`src/rtl/pfr_pkg.sv`:
```
// Package for the page frame replacement block.
// Holds the table sizes, the frame entry layout, the policy codes and the tally event group.
// No dependencies.
package pfr_pkg;

  localparam int unsigned FRAMES = 64;
  localparam int unsigned IDX_W  = $clog2(FRAMES);
  localparam int unsigned CNT_W  = IDX_W + 1;
  localparam int unsigned PAGE_W = 20;
  localparam int unsigned TIME_W = 32;
  localparam int unsigned TALLY_W = 32;

  // Policy register codes.
  localparam logic [1:0] POL_FIFO  = 2'd0;
  localparam logic [1:0] POL_CLOCK = 2'd1;
  localparam logic [1:0] POL_LRU   = 2'd2;

  // Configuration register indexes.
  localparam logic CFG_POLICY = 1'b0;
  localparam logic CFG_FRAMES = 1'b1;

  // One frame table entry as stored in the frame memory.
  typedef struct packed {
    logic [PAGE_W-1:0] page;
    logic [TIME_W-1:0] loaded_at;
    logic [TIME_W-1:0] touched_at;
  } frame_t;

  // Events that advance the running totals.
  typedef struct packed {
    logic access;
    logic miss;
    logic writeback;
    logic drop;
  } tally_ev_t;

endpackage

```
`src/rtl/pfr_tally.sv`:
```
// Saturating running totals of accesses, misses, writebacks and drops.
// Depends on pfr_pkg for the counter width and the event group.
module pfr_tally (
  input  logic                        clk_i,
  input  logic                        rst_ni,
  input  pfr_pkg::tally_ev_t          ev_i,
  output logic [pfr_pkg::TALLY_W-1:0] access_o,
  output logic [pfr_pkg::TALLY_W-1:0] miss_o,
  output logic [pfr_pkg::TALLY_W-1:0] writeback_o,
  output logic [pfr_pkg::TALLY_W-1:0] drop_o
);

  logic [pfr_pkg::TALLY_W-1:0] access_q, miss_q, writeback_q, drop_q;

  // Each counter stops at its top value.
  always_ff @(posedge clk_i or negedge rst_ni) begin
    if (!rst_ni) begin
      access_q    <= '0;
      miss_q      <= '0;
      writeback_q <= '0;
      drop_q      <= '0;
    end else begin
      if (ev_i.access && (access_q != '1)) access_q <= access_q + 1'b1;
      if (ev_i.miss && (miss_q != '1)) miss_q <= miss_q + 1'b1;
      if (ev_i.writeback && (writeback_q != '1)) writeback_q <= writeback_q + 1'b1;
      if (ev_i.drop && (drop_q != '1)) drop_q <= drop_q + 1'b1;
    end
  end

  assign access_o    = access_q;
  assign miss_o      = miss_q;
  assign writeback_o = writeback_q;
  assign drop_o      = drop_q;

endmodule

```
`config.mk`:
```
export PLATFORM = sky130hd
export DESIGN_NAME = pfr_tally
export DESIGN_NICKNAME = d
export VERILOG_FILES = /design/src/rtl/pfr_pkg.sv /design/src/rtl/pfr_tally.sv
export SDC_FILE = /design/constraint.sdc
export NUM_CORES = 1
export LEC_CHECK = 0
export BUFFER_PORTS_ARGS = -buffer_cell sky130_fd_sc_hd__buf_2
export CAP_MARGIN = 25
export CORE_AREA = 2 2 123 125
export DETAILED_ROUTE_END_ITERATION = 10
export DIE_AREA = 0 0 125 127
export HOLD_SLACK_MARGIN = 0.15
export MAX_ROUTING_LAYER = met4
export PLACE_DENSITY = 0.63
export SYNTH_ARGS = -nofsm -noshare
export SYNTH_HDL_FRONTEND = slang
export SYNTH_SLANG_ARGS = --single-unit
```
`constraint.sdc`:
```
create_clock -name clk_i -period 4.6 [get_ports clk_i]
set_input_delay 0 -clock clk_i [delete_from_list [all_inputs] [get_ports clk_i]]
set_output_delay 0 -clock clk_i [all_outputs]
set_load 0.1 [all_outputs]
```
==> Word-level counts from Yosys, hierarchy flattened <==
Cells that the tools add are included.
{ "totals": {"in_bits": 6, "reg_bits": 128, "output_inout_bits": 128, "elab_cells": 16} }
{ "op_classes": {"add_sub_neg": 4, "n_eq_ne": 4, "reduce_logical": 4} }
{ "ops": {"columns": ["operator", "n"], "rows": [
  ["adder 32 x 1 -> 32 bit, second input constant", 4],
  ["!= test 32 bit, second input constant", 4],
  ["logical AND 1 bit", 4]
]} }

==> Depth between registers and ports, before layout <==
{ "logic_depth": {"ltp_word": 2, "mapped_depth": 8, "depth_no_buf": 6} }

==> Worst setup path before layout <==
No wires, ideal clock.
{ "synth_path": {"path_kind": "reg2reg", "startpoint": "register drop_q (netlist bit drop_o[0])", "endpoint": "register drop_q (netlist bit drop_o[1])", "n_path_buf": 1, "t_required_ns": 4.472, "path_slack_ns": 1.670, "path_stages_with_launch": 8, "setup_time_ns": 0.128, "arrival_time_ns": 2.802, "synth_period_minus_slack_ns": 2.930, "cell_sequence": "dfrtp_1 > ha_1 > nand3_1 > or3_4 > or4b_4 > buf_6 > nand2_2 > mux2_1"} }
{ "synth_between": {"elab_chain_len": 2, "word_cells_on_any_way": 3, "classes_between": "1 x add/sub; 1 x eq/ne; 1 x reduce/logical"} }
{ "synth_rtl": {"columns": ["element", "line_no", "source"], "rows": [
  ["from (decl)", "pfr_tally.sv:13", "logic [pfr_pkg::TALLY_W-1:0] access_q, miss_q, writeback_q, drop_q;"],
  ["from (signal assigned)", "pfr_tally.sv:26", "if (ev_i.drop && (drop_q != '1)) drop_q <= drop_q + 1'b1;"],
  ["branches (longest 2 deep; another with adder 32 x 1 -> 32 bit)", null, null]
]} }
Several ways; the timed one is not identified.
A chain may end at the register's enable or synchronous reset.

==> Worst setup path after layout <==
Ends and elaborated chain as after synthesis.

==> flow_metrics.env <==
export IMPL_cp_max_fo=19
export IMPL_overflow=0
export IMPL_hold_violations=0
export IMPL_grt_setup_unrepaired="no"
export IMPL_outcome="completed"
export IMPL_worstMarginPinSlew_ps=857
export IMPL_finalPower_mw=3.92
export IMPL_cts_buffers=17
export IMPL_synthFlopType="dfrtp_1"
export IMPL_place_congestion=0.846
export IMPL_end_kind="flop"
export IMPL_cts_clk_slew_worst_paths_ps=50
export IMPL_period_needed_ps=2380
export IMPL_cts_setup_buffers=0
export IMPL_netlist_instances=579
export IMPL_synth_cell_type_count=48
export IMPL_cts_tree="done"
export IMPL_p_leak_nw=3.70
export IMPL_cp_arrival_ps=2680
export IMPL_drt_wl_total_um=14500
export IMPL_yosysWarningCount=0
export IMPL_die_height_um=127
export IMPL_dp_cells=886
export IMPL_fmax_mhz=420
export IMPL_fin_worst_hold_slack_ps=237
export IMPL_num_vias=5008
export IMPL_ir_drop_mv=0.605
export IMPL_clock_skew_ps=5.37
export IMPL_wl_per_cell_um=15.8
export IMPL_crit_required_ps=4900
export IMPL_setup_tns_ps=0
export IMPL_diodes=0
export IMPL_antenna_found_initial=0
export IMPL_htree_levels=4
export IMPL_slew_headroom_pct=42.9
export IMPL_crit_type="reg2reg"
export IMPL_die_area_sq_mm=0.0159
export IMPL_finalCritPeriodShare_pct=51.8
export IMPL_layout_drive_gt1_share_pct=24.7
export IMPL_rows=44
export IMPL_io_pins=134
export IMPL_place_detailed_hpwl_um=10300
export IMPL_setup_viol=0
export IMPL_clk_latency_ps=410
export IMPL_drv_slew=0
export IMPL_num_fill_cells=1318
export IMPL_syn_mean_instance_area_sq_um=10.8
export IMPL_power_density_mw_per_mm2=514
export IMPL_nNetsFinal=736
export IMPL_dp_worst_setup_slack_ps=2230
export IMPL_clock_sinks=128
export IMPL_avgViaCountPerCell=5.47
export IMPL_clk_path_buf_depth=2
export IMPL_maxCapViolCount=0
export IMPL_layout_commonest_cell="buf_2"
export IMPL_start_util_pct=43.4
export IMPL_core_sq_mm=0.0144
export IMPL_crit_chain="ha_1, nand3_1, or3_4, or4b_4, nand2_2, mux2_1"
export IMPL_die_w_um=125
export IMPL_syn_num_nets=589
export IMPL_cp_slowest_cell="or4b_4"
export IMPL_drt_initial_drc_count=223
export IMPL_drtPass1Iterations=5
export IMPL_ys_seq_area_share_pct=51.2
export IMPL_grt_total_usage_pct=19.4
export IMPL_r2r_cells=6
export IMPL_final_cell_area_sq_mm=0.00762
export IMPL_antenna_left=0
export IMPL_cp_start_kind="flop"
export IMPL_critPathMaxStageDelay_ps=650
export IMPL_io_buffers=133
export IMPL_synth_seq_cells=128
export IMPL_synth_edf_count=0
export IMPL_grt_pass1_wl_um=24400
export IMPL_final_util_pct=52.9
export IMPL_dpl_cell_area_sq_mm=0.00710
export IMPL_cts_root_buffer="clkbuf_16"
export IMPL_synthArstFlopShare_pct=100
export IMPL_final_cells=916
export IMPL_grt_pass1_vias=4913
export IMPL_hold_path_class="in2async"
export IMPL_area_growth_synth_to_final_pct=21.9
export IMPL_grt_max_degree=67
export IMPL_synth_area_sq_mm=0.00626
export IMPL_drc=0
export IMPL_setup_ws_ps=2220
export IMPL_final_cell_mix="buf_2, dfrtp_1, xnor2_1, nand3_1, nand4_1"
## registers in the layout (all words and copies together) (netlist names)
name	cells
miss_o	32
access_o	32
drop_o	32
writeback_o	32
## per-layer routing
layer / global-route usage [%] / vias up / share of wire (%)
li1: - / 2389 / -
met2: 29.4 / 133 / 46
met4: 6.93 / 0 / 1.6
met5: - / - / 0
met1: 25.5 / 2466 / 47
met3: 4.86 / 20 / 5.1
## critical path, delay by kind of cell, from the launching register on
kind	cells	cell delay, ps
muxes	1	320
DFF	1	410
and+or+nand+nor	4	1320
adders and majority gates	1	210
## worst paths after layout
kind	startpoint	endpoint	slack, ps
setup / recovery	drop_o[0]$_DFFE_PN0P_	drop_o[1]$_DFFE_PN0P_	2220
hold / removal	rst_ni	drop_o[12]$_DFFE_PN0P_	240
setup reg to reg	drop_o[0]$_DFFE_PN0P_	drop_o[1]$_DFFE_PN0P_	2220
hold reg to reg	drop_o[27]$_DFFE_PN0P_	drop_o[27]$_DFFE_PN0P_	480
max in group asynchronous	rst_ni	writeback_o[2]$_DFFE_PN0P_	3060
min in group clk_i	ev_i[1]	writeback_o[0]$_DFFE_PN0P_	470
## final cells by class
type / instances / area, sq um / share of cell area [%]
clock buffer: 22 / 464 / 6.09
timing repair buffer: 140 / 733 / 9.62
inverter: 4 / 15.0 / 0.197
tap: 184 / 230 / 3.02
clock inverter: 3 / 15.0 / 0.197
multi-input combinational: 435 / 2960 / 38.9
sequential: 128 / 3200 / 42.0
## cells in the mapped netlist, types with 5 or more instances
master | n | area (sq um)
and3_1 | 24 | 150
xor2_1 | 40 | 350
and4_1 | 20 | 175
nand3_2 | 7 | 70.1
nor3_1 | 22 | 110
xnor2_1 | 78 | 683
a21oi_1 | 7 | 35.0
nand2_1 | 44 | 165
nor4_1 | 12 | 75.1
nand3_1 | 52 | 260
clkbuf_1 | 5 | 18.8
and2_1 | 7 | 43.8
dfrtp_1 | 128 | 3200
nand4_1 | 48 | 300
nor2_1 | 30 | 113
## power by group
| group | switching, mW | total [mW] | internal (mW) | leakage (nW) |
|---|---|---|---|---|
| logic | 1.13 | 1.35 | 0.225 | 1.73 |
| clock network | 0.446 | 1.14 | 0.690 | 0.239 |
| registers | 0.175 | 1.43 | 1.25 | 1.72 |
## what timing repair did
action | 4_1_cts | 5_1_grt
resized for setup | 0 | 0
hold buffers | 5 | 0
endpoints found under the hold margin | 106 | 0
## cell families after synthesis
kind of cell	share of synthesized area (%)
flip-flops	51.2
buffers and inverters	1.42
XOR/XNOR	16.5
AO/OA/AOI/OAI	3.02
AND/OR/NAND/NOR	26.3
multiplexers	0.720
adder cells (fa/ha/maj)	0.800
No activity file was read; power rests on OpenSTA's default activity.
